<file path="src/per_key_request_count_table_unit_defines.svh">
// ----------------------------------------------------------------------------
// Assertion macros for the per-key request count table
// Shared assertion forms, clocked on clk_i and disabled while rst_ni is low.
// ----------------------------------------------------------------------------
`ifndef PER_KEY_REQUEST_COUNT_TABLE_UNIT_DEFINES_SVH
`define PER_KEY_REQUEST_COUNT_TABLE_UNIT_DEFINES_SVH

// The consequent must hold in the same cycle as the antecedent.
`define PKRCT_ASSERT_SAME(lbl, ante, cons, msg) \
  lbl: assert property (@(posedge clk_i) disable iff (!rst_ni) (ante) |-> (cons)) \
    else $error(msg);

// The consequent must hold in the cycle after the antecedent.
`define PKRCT_ASSERT_NEXT(lbl, ante, cons, msg) \
  lbl: assert property (@(posedge clk_i) disable iff (!rst_ni) (ante) |=> (cons)) \
    else $error(msg);

`endif

</file>
<file path="src/pkrct_pkg.sv">
// ----------------------------------------------------------------------------
// Per-key request count table package
// Sizes, operation codes, controller commands and the count clip function.
// ----------------------------------------------------------------------------
package pkrct_pkg;

  localparam int TableDepth = 16;
  localparam int CountWidth = 16;
  localparam int IdxW       = $clog2(TableDepth);
  localparam int KeyW       = 32;
  localparam int OutW       = 16;
  localparam int WideW      = (CountWidth > OutW) ? CountWidth : OutW;

  typedef enum logic [1:0] {
    OP_ENQUEUE = 2'd0,
    OP_DEQUEUE = 2'd1,
    OP_QUERY   = 2'd2,
    OP_REMOVE  = 2'd3
  } op_e;

  // Commands from the controller to the datapath.
  typedef struct packed {
    logic load;    // capture the incoming item
    logic lookup;  // compare the key against all entries
    logic commit;  // update the table and load the result register
  } cmd_t;

  // Clip a stored count to the width of the result field.
  function automatic logic [OutW-1:0] clip_count(input logic [CountWidth-1:0] c);
    logic [WideW-1:0] ext;
    ext = WideW'(c);
    if (ext > WideW'({OutW{1'b1}})) begin
      return {OutW{1'b1}};
    end
    return ext[OutW-1:0];
  endfunction

endpackage

</file>
<file path="src/pkrct_if.sv">
// ----------------------------------------------------------------------------
// Per-key request count table channels
// Request and response channels with a valid/ready handshake.
// ----------------------------------------------------------------------------
interface pkrct_req_if;
  logic                       valid;
  logic                       ready;
  logic [1:0]                 req_type;
  logic [pkrct_pkg::KeyW-1:0] client_addr;

  modport source (output valid, output req_type, output client_addr, input ready);
  modport sink   (input valid, input req_type, input client_addr, output ready);
endinterface

interface pkrct_rsp_if;
  logic                       valid;
  logic                       ready;
  logic [pkrct_pkg::OutW-1:0] request_count;
  logic                       hit;
  logic                       table_full;

  modport source (output valid, output request_count, output hit, output table_full,
                  input ready);
  modport sink   (input valid, input request_count, input hit, input table_full,
                  output ready);
endinterface

</file>
<file path="src/pkrct_ctrl.sv">
// ----------------------------------------------------------------------------
// Per-key request count table controller
// Sequences capture, lookup and commit, and owns the result valid flag.
// ----------------------------------------------------------------------------
module pkrct_ctrl (
  input  logic              clk_i,
  input  logic              rst_ni,
  input  logic              in_valid_i,
  input  logic              out_ready_i,
  output logic              in_ready_o,
  output logic              out_valid_o,
  output pkrct_pkg::cmd_t   cmd_o
);

  typedef enum logic [1:0] {
    ST_IDLE,
    ST_LOOKUP,
    ST_COMMIT
  } state_e;

  state_e state_q, state_d;
  logic   out_valid_q, out_valid_d;
  logic   drain_ok;
  logic   load;
  logic   commit;

  // The result register can take a new item when empty or being emptied.
  assign drain_ok   = !out_valid_q || out_ready_i;
  assign in_ready_o = (state_q == ST_IDLE) || ((state_q == ST_COMMIT) && drain_ok);
  assign load       = in_valid_i && in_ready_o;
  assign commit     = (state_q == ST_COMMIT) && drain_ok;

  assign cmd_o.load   = load;
  assign cmd_o.lookup = (state_q == ST_LOOKUP);
  assign cmd_o.commit = commit;
  assign out_valid_o  = out_valid_q;

  always_comb begin
    state_d = state_q;
    unique case (state_q)
      ST_IDLE: begin
        if (load) state_d = ST_LOOKUP;
      end
      ST_LOOKUP: begin
        state_d = ST_COMMIT;
      end
      ST_COMMIT: begin
        if (commit) state_d = load ? ST_LOOKUP : ST_IDLE;
      end
      default: begin
        state_d = ST_IDLE;
      end
    endcase
  end

  always_comb begin
    out_valid_d = out_valid_q;
    if (commit) begin
      out_valid_d = 1'b1;
    end else if (out_ready_i) begin
      out_valid_d = 1'b0;
    end
  end

  always_ff @(posedge clk_i or negedge rst_ni) begin
    if (!rst_ni) begin
      state_q     <= ST_IDLE;
      out_valid_q <= 1'b0;
    end else begin
      state_q     <= state_d;
      out_valid_q <= out_valid_d;
    end
  end

endmodule

</file>
<file path="src/pkrct_dp.sv">
// ----------------------------------------------------------------------------
// Per-key request count table datapath
// Entry storage, parallel key compare, count update and result register.
// ----------------------------------------------------------------------------
module pkrct_dp (
  input  logic                              clk_i,
  input  logic                              rst_ni,
  input  pkrct_pkg::cmd_t                   cmd_i,
  input  logic [1:0]                        req_type_i,
  input  logic [pkrct_pkg::KeyW-1:0]        client_addr_i,
  output logic [pkrct_pkg::OutW-1:0]        request_count_o,
  output logic                              hit_o,
  output logic                              table_full_o
);

  localparam logic [pkrct_pkg::CountWidth-1:0] CountMax = '1;
  localparam logic [pkrct_pkg::CountWidth-1:0] CountOne = pkrct_pkg::CountWidth'(1);

  // Table storage: valid bits are reset, keys and counts are written before use.
  logic [pkrct_pkg::TableDepth-1:0] valid_q, valid_d;
  logic [pkrct_pkg::KeyW-1:0]       key_q [pkrct_pkg::TableDepth];
  logic [pkrct_pkg::CountWidth-1:0] cnt_q [pkrct_pkg::TableDepth];

  // Captured item.
  pkrct_pkg::op_e             op_q;
  logic [pkrct_pkg::KeyW-1:0] req_key_q;

  // Lookup results.
  logic                       hit_q, hit_d;
  logic                       full_q, full_d;
  logic [pkrct_pkg::IdxW-1:0] hit_idx_q, hit_idx_d;
  logic [pkrct_pkg::IdxW-1:0] free_idx_q, free_idx_d;

  // Commit-phase signals.
  logic [pkrct_pkg::CountWidth-1:0] cnt_rd;
  logic [pkrct_pkg::IdxW-1:0]       wr_idx;
  logic                             wr_key_en;
  logic                             wr_cnt_en;
  logic [pkrct_pkg::CountWidth-1:0] wr_cnt;
  logic                             set_valid;
  logic                             clr_valid;
  logic [pkrct_pkg::OutW-1:0]       res_count;
  logic                             res_full;

  // Result register.
  logic [pkrct_pkg::OutW-1:0] out_count_q;
  logic                       out_hit_q;
  logic                       out_full_q;

  // Parallel compare; at most one valid entry can hold the key.
  always_comb begin
    hit_d      = 1'b0;
    hit_idx_d  = '0;
    free_idx_d = '0;
    full_d     = &valid_q;
    for (int i = 0; i < pkrct_pkg::TableDepth; i++) begin
      if (valid_q[i] && (key_q[i] == req_key_q)) begin
        hit_d     = 1'b1;
        hit_idx_d = hit_idx_d | pkrct_pkg::IdxW'(i);
      end
    end
    // Scan downwards so the lowest free index wins.
    for (int i = pkrct_pkg::TableDepth - 1; i >= 0; i--) begin
      if (!valid_q[i]) free_idx_d = pkrct_pkg::IdxW'(i);
    end
  end

  assign cnt_rd = cnt_q[hit_idx_q];
  assign wr_idx = hit_q ? hit_idx_q : free_idx_q;

  always_comb begin
    wr_key_en = 1'b0;
    wr_cnt_en = 1'b0;
    wr_cnt    = cnt_rd;
    set_valid = 1'b0;
    clr_valid = 1'b0;
    res_count = '0;
    res_full  = 1'b0;
    unique case (op_q)
      pkrct_pkg::OP_ENQUEUE: begin
        if (hit_q) begin
          wr_cnt_en = 1'b1;
          wr_cnt    = (cnt_rd == CountMax) ? cnt_rd : cnt_rd + CountOne;
          res_count = pkrct_pkg::clip_count(wr_cnt);
        end else if (!full_q) begin
          wr_key_en = 1'b1;
          wr_cnt_en = 1'b1;
          wr_cnt    = CountOne;
          set_valid = 1'b1;
          res_count = pkrct_pkg::OutW'(1);
        end else begin
          res_full = 1'b1;
        end
      end
      pkrct_pkg::OP_DEQUEUE: begin
        if (hit_q) begin
          if (cnt_rd <= CountOne) begin
            clr_valid = 1'b1;
          end else begin
            wr_cnt_en = 1'b1;
            wr_cnt    = cnt_rd - CountOne;
            res_count = pkrct_pkg::clip_count(wr_cnt);
          end
        end
      end
      pkrct_pkg::OP_QUERY: begin
        if (hit_q) res_count = pkrct_pkg::clip_count(cnt_rd);
      end
      pkrct_pkg::OP_REMOVE: begin
        if (hit_q) clr_valid = 1'b1;
      end
      default: begin
        res_count = '0;
      end
    endcase
  end

  always_comb begin
    valid_d = valid_q;
    if (cmd_i.commit && set_valid) valid_d[wr_idx] = 1'b1;
    if (cmd_i.commit && clr_valid) valid_d[wr_idx] = 1'b0;
  end

  always_ff @(posedge clk_i or negedge rst_ni) begin
    if (!rst_ni) begin
      valid_q <= '0;
    end else begin
      valid_q <= valid_d;
    end
  end

  always_ff @(posedge clk_i) begin
    if (cmd_i.load) begin
      op_q      <= pkrct_pkg::op_e'(req_type_i);
      req_key_q <= client_addr_i;
    end
    if (cmd_i.lookup) begin
      hit_q      <= hit_d;
      full_q     <= full_d;
      hit_idx_q  <= hit_idx_d;
      free_idx_q <= free_idx_d;
    end
    if (cmd_i.commit) begin
      if (wr_key_en) key_q[wr_idx] <= req_key_q;
      if (wr_cnt_en) cnt_q[wr_idx] <= wr_cnt;
      out_count_q <= res_count;
      out_hit_q   <= hit_q;
      out_full_q  <= res_full;
    end
  end

  assign request_count_o = out_count_q;
  assign hit_o           = out_hit_q;
  assign table_full_o    = out_full_q;

endmodule

</file>
<file path="src/per_key_request_count_table_unit.sv">
// An accepted item is captured, its lookup results are registered, and its result
// is loaded into the output register unless the commit stalls. Each item has a
// lookup phase (all keys compared at once) and a commit phase (count update and
// write-back) that may accept the next item and stalls while a result waits.
// Reset (asynchronous, active low) empties the table and the result register at once.
// ----------------------------------------------------------------------------
// Per-key request count table
// Content-addressed table of client addresses, each with an outstanding request
// count, supporting enqueue, dequeue, query and remove.
// ----------------------------------------------------------------------------
`include "per_key_request_count_table_unit_defines.svh"

module per_key_request_count_table_unit (
  input  logic        clk_i,
  input  logic        rst_ni,
  pkrct_req_if.sink   req_i,
  pkrct_rsp_if.source rsp_o
);

  // The controller steps each item through three phases. At the accepting edge
  // the operation and key are captured. In the lookup cycle the key is compared
  // with every valid entry in parallel and the matching index and the lowest
  // free index are registered. In the commit cycle the matched count is read,
  // incremented, decremented or left alone, written back together with any
  // change of the valid bit, and the result is loaded into the output register.
  // The commit cycle may also accept the next item, so a new lookup always
  // sees the table as left by the item before it.

  pkrct_pkg::cmd_t cmd;

  pkrct_ctrl u_ctrl (
    .clk_i       (clk_i),
    .rst_ni      (rst_ni),
    .in_valid_i  (req_i.valid),
    .out_ready_i (rsp_o.ready),
    .in_ready_o  (req_i.ready),
    .out_valid_o (rsp_o.valid),
    .cmd_o       (cmd)
  );

  pkrct_dp u_dp (
    .clk_i           (clk_i),
    .rst_ni          (rst_ni),
    .cmd_i           (cmd),
    .req_type_i      (req_i.req_type),
    .client_addr_i   (req_i.client_addr),
    .request_count_o (rsp_o.request_count),
    .hit_o           (rsp_o.hit),
    .table_full_o    (rsp_o.table_full)
  );

  // Every accepted item is compared in the cycle after it is taken.
  `PKRCT_ASSERT_NEXT(a_load_then_lookup, cmd.load, cmd.lookup, "accepted item was not looked up")
  // A commit always leaves a result waiting at the output.
  `PKRCT_ASSERT_NEXT(a_commit_then_valid, cmd.commit, rsp_o.valid, "commit produced no result")
  // A commit never overwrites a result that has not been taken.
  `PKRCT_ASSERT_SAME(a_no_overwrite, cmd.commit, !rsp_o.valid || rsp_o.ready, "result overwritten")

endmodule

</file>
<file path="src/flat_wrapper.sv">
// flat-port wrapper written by rule: the top's interface ports become plain ports
module per_key_request_count_table_unit_flat 
  (clk_i, rst_ni, req_i_valid, req_i_req_type, req_i_client_addr, req_i_ready, rsp_o_valid, rsp_o_request_count, rsp_o_hit, rsp_o_table_full, rsp_o_ready);
  pkrct_req_if req_i_i ();
  pkrct_rsp_if rsp_o_i ();
  input  logic clk_i;
  input  logic rst_ni;
  input wire logic [$bits(req_i_i.valid)-1:0] req_i_valid;
  input wire logic [$bits(req_i_i.req_type)-1:0] req_i_req_type;
  input wire logic [$bits(req_i_i.client_addr)-1:0] req_i_client_addr;
  output wire logic [$bits(req_i_i.ready)-1:0] req_i_ready;
  output wire logic [$bits(rsp_o_i.valid)-1:0] rsp_o_valid;
  output wire logic [$bits(rsp_o_i.request_count)-1:0] rsp_o_request_count;
  output wire logic [$bits(rsp_o_i.hit)-1:0] rsp_o_hit;
  output wire logic [$bits(rsp_o_i.table_full)-1:0] rsp_o_table_full;
  input wire logic [$bits(rsp_o_i.ready)-1:0] rsp_o_ready;
  assign req_i_i.valid = req_i_valid;
  assign req_i_i.req_type = req_i_req_type;
  assign req_i_i.client_addr = req_i_client_addr;
  assign req_i_ready = req_i_i.ready;
  assign rsp_o_valid = rsp_o_i.valid;
  assign rsp_o_request_count = rsp_o_i.request_count;
  assign rsp_o_hit = rsp_o_i.hit;
  assign rsp_o_table_full = rsp_o_i.table_full;
  assign rsp_o_i.ready = rsp_o_ready;
  per_key_request_count_table_unit u_core (.clk_i(clk_i), .rst_ni(rst_ni), .req_i(req_i_i), .rsp_o(rsp_o_i));
endmodule
</file>
<file path="config.mk">
export PLATFORM = sky130hd
export DESIGN_NAME = per_key_request_count_table_unit_flat
export DESIGN_NICKNAME = d
export VERILOG_FILES = /design/src/pkrct_pkg.sv /design/src/pkrct_if.sv /design/src/pkrct_ctrl.sv /design/src/pkrct_dp.sv /design/src/per_key_request_count_table_unit.sv /design/src/flat_wrapper.sv
export VERILOG_INCLUDE_DIRS = /design/src /design/src/src
export SDC_FILE = /design/constraint.sdc
export NUM_CORES = 1
export LEC_CHECK = 0
export BUFFER_PORTS_ARGS = -buffer_cell sky130_fd_sc_hd__buf_2
export CAP_MARGIN = 20
export CORE_ASPECT_RATIO = 0.75
export CORE_MARGIN = 2
export CORE_UTILIZATION = 55
export CTS_CLUSTER_SIZE = 28
export DETAILED_ROUTE_END_ITERATION = 10
export PLACE_DENSITY = 0.7
export REMOVE_ABC_BUFFERS = 1
export SLEW_MARGIN = 5
export SYNTH_ARGS = -nofsm -noshare
export SYNTH_HDL_FRONTEND = slang
export SYNTH_SLANG_ARGS = --single-unit
</file>
<file path="constraint.sdc">
create_clock -name clk_i -period 13 [get_ports clk_i]
set_clock_uncertainty 0.1 [all_clocks]
set_input_delay 3.9 -clock clk_i [delete_from_list [all_inputs] [get_ports clk_i]]
set_output_delay 3.9 -clock clk_i [all_outputs]
set_load 0.03 [all_outputs]
</file>
==> results.json, run 1 <==
{
  "status": "finished clean",
  "dpl.hpwl_um": 52700,
  "maxSlewHeadroom_pct": 24.9,
  "critPathKind": "in2out",
  "drive_gt1_share_pct": 17.3,
  "grt_pass1_vias": 19100,
  "fin_area_um2": 40000,
  "cts_tree": "built",
  "cts_hold_buf": 0,
  "synthArstFlopShare_pct": 2.24,
  "hold_violations": 0,
  "timing.rr.start": "u_core.u_dp.hit_idx_q[0]",
  "drc_errors": 0,
  "die_x_um": 297,
  "whs_ns": 0.467,
  "first_pass_iters": 5,
  "peakVddDrop_uv": 138,
  "die_y_um": 224,
  "start_util_pct": 55.6,
  "synth-edff-count": 830,
  "slew_viol_final": 0,
  "p_leak_nw": 12.5,
  "synthTopCellsByArea": "edfxtp_1, xnor2_1, mux4_2",
  "wire_per_inst_um": 26.7,
  "grt_setup_unrepaired": "false",
  "synth_cell_types": 67,
  "synth_ff_type": "edfxtp_1",
  "r2r_cells": 12,
  "yosysWarnings": 0,
  "clock_sinks": 849,
  "numPortBuffers": 57,
  "cp-end-kind": "output port",
  "path_depth": 4,
  "clock.fmax_mhz": 113,
  "path_buf_inv": 2,
  "synth.most_common_cell": "edfxtp_1",
  "worstPathCellList": "buf_2 > nor2b_1 > a21oi_1 > buf_2",
  "worstPathRequired_ns": 9.00,
  "synth.top_cells.by_count": "edfxtp_1, xnor2_1, nand4_1, xor2_1, clkbuf_1",
  "core_um2": 63700,
  "min_period_over_period_pct": 68.2,
  "ant_nets": 0,
  "cts_resized": 0,
  "areaGrowthSynthToFinish_pct": 13.1,
  "cp-endpoint": "req_i_ready",
  "cp_common_cell": "buf_2",
  "place_area_um2": 37300,
  "gp_congestion": 0.917,
  "dieArea_um2": 66400,
  "max_cap_viol_count": 0,
  "worstMarginPinSlew_ns": 1.11,
  "yosysTopAreaCellShare_pct": 70.4,
  "clk_pin_slew_worst_paths_ns": 0.07,
  "clkLatencyLatePin_ns": 0.63,
  "finalCriticalPeriod_ns": 8.87,
  "clockBufferDepth": 3,
  "syn_inst": 2129,
  "ios": 58,
  "cts_root_buf": "clkbuf_16",
  "numCtsBuffers": 81,
  "yosys.area.top_type": "edfxtp_1",
  "grtUsageTotal_pct": 25.9,
  "hold_class": "reg2reg",
  "cts.htree.levels": 3,
  "cp_slowest_stage_delay_ns": 0.45,
  "grt_max_degree": 44,
  "finalSetupViolations": 0,
  "drtIter0Drc": 2190,
  "finalPower_mw": 5.92,
  "wirelength_um": 85600,
  "cp_slowest_cell": "a21oi_1",
  "synth-seq-cells": 849,
  "antenna_found_initial": 2,
  "synth_seq_area_share_pct": 71.8,
  "start_kind": "input pin",
  "vias": 19700,
  "rows": 80,
  "startpoint": "rsp_o_ready",
  "post_cts_buffers": 0,
  "pwr_density_cell_nw_per_um2": 148,
  "cp_max_fo": 3,
  "cp_top_family": "compound AO/OA/AOI/OAI gates",
  "gr-total-overflow": 0,
  "finalNetCount": 2318,
  "synth.cell_area_um2": 35400,
  "r2r_end": "u_core.u_dp.cnt_q[4][2]",
  "avgSynthCellArea_um2": 16.6,
  "r2r_slack_ns": 7.03,
  "viasPerCell": 6.15,
  "arrival_ns": 4.87,
  "grt_pass1_wl_um": 126000,
  "tns_ns": 0
}
through the flow:
step           util [%]  cells  setup WS [ns]
6_report           62.9   3203           4.13
5_1_grt            62.9   3202           4.13
4_1_cts            62.8   3195           4.17
3_5_place_dp       58.6   3047           4.17
3_3_place_gp       58.6   3046           4.19
2_1_floorplan         -   2014           4.51
power by group:
group | leakage, nW | internal, mW | switching (mW)
Sequential | 7.77 | 3.07 | 0.0239
Combinational | 3.41 | 0.154 | 0.328
Clock | 1.29 | 1.35 | 1.00
state kept, by name, indices dropped and copies added, names as in the netlist, 2 cells and up:
| register | cells |
|---|---|
| u_core.u_dp.valid_q | 16 |
| u_core.u_dp.key_q | 512 |
| u_core.u_dp.op_q | 2 |
| u_core.u_dp.free_idx_q | 4 |
| u_core.u_dp.request_count_o | 16 |
| u_core.u_dp.req_key_q | 32 |
| u_core.u_dp.cnt_q | 256 |
| u_core.u_dp.hit_idx_q | 4 |
| u_core.u_ctrl.state_q | 2 |
how the worst min path moves through the flow:
stage	start	end	cells past startpoint
6_report	u_core.u_dp.valid_q[3]	u_core.u_dp.valid_q[3]	1
5_1_grt	u_core.u_dp.valid_q[3]	u_core.u_dp.valid_q[3]	1
4_1_cts	u_core.u_dp.valid_q[3]	u_core.u_dp.valid_q[3]	1
3_5_place_dp	u_core.u_dp.valid_q[3]	u_core.u_dp.valid_q[3]	1
3_3_place_gp	u_core.u_dp.valid_q[3]	u_core.u_dp.valid_q[3]	1
2_1_floorplan	u_core.u_ctrl.state_q[1]	u_core.u_ctrl.out_valid_o	2
cell usage in the layout (no fill, tap or decap), types with 6 or more instances in the layout:
master,instances
edfxtp_1,830
nand3_1,41
buf_2,57
a22oi_1,11
nor3_2,33
nor4_1,46
nand2_1,69
inv_1,17
clkbuf_16,82
bufinv_16,7
nand4_1,121
xnor2_1,426
and4_1,7
a21oi_1,12
or4_1,8
clkinv_2,7
a31oi_1,7
clkbuf_1,18
nor2b_1,6
nor2_1,28
o21ai_0,25
o32a_1,17
mux4_2,63
buf_4,121
o41ai_1,7
o211ai_1,15
dfrtp_1,19
clkbuf_8,8
nor3_1,20
xor2_1,86
clkinv_1,17
routing by layer:
metal  routed length (um)  GRT usage (%)  vias up
met5                    0              0        -
met4                 1410           5.62        0
met3                 8520           6.55      102
met2                37000           37.0      931
met1                38600           40.2    10200
li1                     -              -     8507
layout make-up:
type	instances	area (um^2)
Multi-Input combinational cell	1148	9620
Inverter	17	63.8
Timing Repair Buffer	179	1200
Antenna cell	1	2.50
Tap cell	861	1080
Clock buffer	108	2230
Sequential cell	849	25400
Fill cell	4560	23600
Clock inverter	40	423
cells by family (layout without fill, tap and decap cells):
family                   after synthesis  count (layout)  synth area share (%)
buffers and inverters                132             344                  1.53
multiplexers                          68              68                  4.15
adder cells (fa/ha/maj)                4               4                 0.141
XOR/XNOR                             512             512                  12.7
AND/OR/NAND/NOR                      411             411                  6.43
AO/OA/AOI/OAI                        153             153                  3.31
flip-flops                           849             849                  71.8
other                                  0               1                     0
(Power assumes the default switching activity.)
==> run 2: changes to the inputs <==
Clock period 13 ns to 8.8 ns, I/O delays scaled along.
==> run 2 against run 1 <==
Final cell count shrank 0.16%. Critical endpoint unchanged. Largest power group unchanged. Largest cell class unchanged. Flip-flop and latch count stayed put. Register-to-register slack got worse by 3.9 ns.
==> results.json, run 2 (synthesis gave the netlist of run 1 again) <==
{
  "rows": 80,
  "maxSlewHeadroom_pct": 18.4,
  "whs_ns": 0.482,
  "cp_top_family": "compound AO/OA/AOI/OAI gates",
  "slew_viol_final": 0,
  "start_kind": "input pin",
  "intPower_mw": 6.73,
  "layout_commonest_cell": "edfxtp_1",
  "fin_area_um2": 39900,
  "start_util_pct": 55.6,
  "ios": 58,
  "layout_common_cells": "edfxtp_1, xnor2_1, nand4_1",
  "min_period_over_period_pct": 70.8,
  "clock_power_share_pct": 39.3,
  "p_leak_nw": 12.4,
  "clockBufferDepth": 3,
  "p_sw_mw": 1.95,
  "cp_common_cell": "buf_2",
  "grt_setup_unrepaired": "false",
  "grt_pass1_vias": 19200,
  "top_regs": "u_core.u_dp.key_q x512, u_core.u_dp.cnt_q x256, u_core.u_dp.req_key_q x32",
  "areaGrowthSynthToFinish_pct": 12.8,
  "peakVddDrop_uv": 186,
  "cts_tree": "built",
  "n_antenna_cell": 0,
  "clk_pin_slew_worst_paths_ns": 0.06,
  "vias": 19500,
  "path_buf_inv": 2,
  "cts_resized": 0,
  "arrival_ns": 3.49,
  "finalPower_mw": 8.69,
  "place_area_um2": 37300,
  "core_um2": 63700,
  "numPortBuffers": 57,
  "cp_slowest_stage_delay_ns": 0.39,
  "worstPathCellList": "buf_2 > nor2b_1 > a21oi_1 > buf_2",
  "die_x_um": 297,
  "grt_pass1_wl_um": 125000,
  "hold_class": "reg2reg",
  "drive_gt1_share_pct": 17.2,
  "critPathKind": "in2out",
  "pwr-share-comb_pct": 8.2,
  "grt_max_degree": 42,
  "cts_hold_buf": 0,
  "finalCriticalPeriod_ns": 6.23,
  "dpl.hpwl_um": 52800,
  "fin_util_pct": 62.7,
  "p_sw_share_pct": 22.5,
  "tns_ns": 0,
  "worstPathRequired_ns": 6.06,
  "antenna_found_initial": 3,
  "cp_slowest_cell": "a21oi_1",
  "first_pass_iters": 7,
  "drtIter0Drc": 2339,
  "dieArea_um2": 66400,
  "place_ws_ns": 2.58,
  "largest_reg_flops": 512,
  "finalNetCount": 2317,
  "grtUsageTotal_pct": 25.7,
  "status": "finished clean",
  "regMostFlops": "u_core.u_dp.key_q",
  "power_frac_seq_pct": 52.5,
  "clock_sinks": 849,
  "viasPerCell": 6.11,
  "wirelength_um": 84700,
  "worstMarginPinSlew_ns": 1.21,
  "cts_root_buf": "clkbuf_16",
  "cts.htree.levels": 3,
  "drc_errors": 0,
  "dp_cells": 3046,
  "worst_slack_ns": 2.57,
  "cp-end-kind": "output port",
  "numCtsBuffers": 81,
  "gr-total-overflow": 0,
  "final_cells": 3198,
  "clkLatencyLatePin_ns": 0.63,
  "clock.fmax_mhz": 160,
  "finalSetupViolations": 0,
  "die_y_um": 224,
  "post_cts_buffers": 0,
  "max_cap_viol_count": 0,
  "pwr_density_cell_nw_per_um2": 218,
  "cp_max_fo": 3,
  "ant_nets": 0,
  "hold_violations": 0,
  "wire_per_inst_um": 26.5,
  "gp_congestion": 0.909
}
## run 2: cell count changes in the layout (fill, tap and decap cells not counted), moves of 2 or more
cell,before,now
buf_4,121,119
clkbuf_1,18,22
clkbuf_8,8,1
clkinv_1,17,14
clkinv_2,7,11
clkinv_8,5,0
clkinvlp_4,2,0
inv_6,1,4
## run 2: power groups by stage
stage | clock (mW) | sequential, mW | combinational, mW
6_report | 3.41 | 4.56 | 0.713
5_1_grt | 3.63 | 4.56 | 0.761
4_1_cts | 3.46 | 4.56 | 0.700
3_5_place_dp | 0 | 4.65 | 0.696
3_3_place_gp | 0 | 4.65 | 0.675
2_1_floorplan | 0 | 4.74 | 0.324
## run 2: metal layers
layer	share of wire [%]	vias to the layer above	wire, um	track usage (%)
met3	9.4	117	7930	5.57
met5	0	-	0	0
met4	2.1	0	1760	7.05
met2	43	880	36600	36.8
met1	45	10100	38400	40.1
li1	-	8480	-	-
## run 2: worst paths after layout
kind / depth (start not counted) / end / startpoint / slack, ns
max in group asynchronous: 1 / u_core.u_ctrl.out_valid_o / rst_ni / 6.28
max: 4 / req_i_ready / rsp_o_ready / 2.57
min reg2reg: 1 / u_core.u_dp.valid_q[3] / u_core.u_dp.valid_q[3] / 0.48
min: 1 / u_core.u_dp.valid_q[3] / u_core.u_dp.valid_q[3] / 0.48
max reg2reg: 10 / u_core.u_dp.cnt_q[12][2] / u_core.u_dp.hit_idx_q[0] / 3.10
min in group asynchronous: 1 / u_core.u_dp.valid_q[8] / rst_ni / 1.91
## run 2: cell type report
type | count | area [um^2]
clock buffers | 106 | 2170
clock inverters | 39 | 400
fillers | 4563 | 23700
inverters | 17 | 63.8
multi-input cells | 1148 | 9630
flip-flops and latches | 849 | 25400
well taps | 861 | 1080
repair buffers | 178 | 1190
## run 2: worst register-to-register path, cell delays in order (launching register included)
cell and delay, ns:
edfxtp_1 0.64, buf_4 0.64, mux4_2 0.64, a22oi_1 0.36, nand2_1 0.30, or4_4 0.63
nor4_4 0.70, buf_4 0.30, nor2_2 0.18, a221oi_1 0.53, a41oi_2 0.25
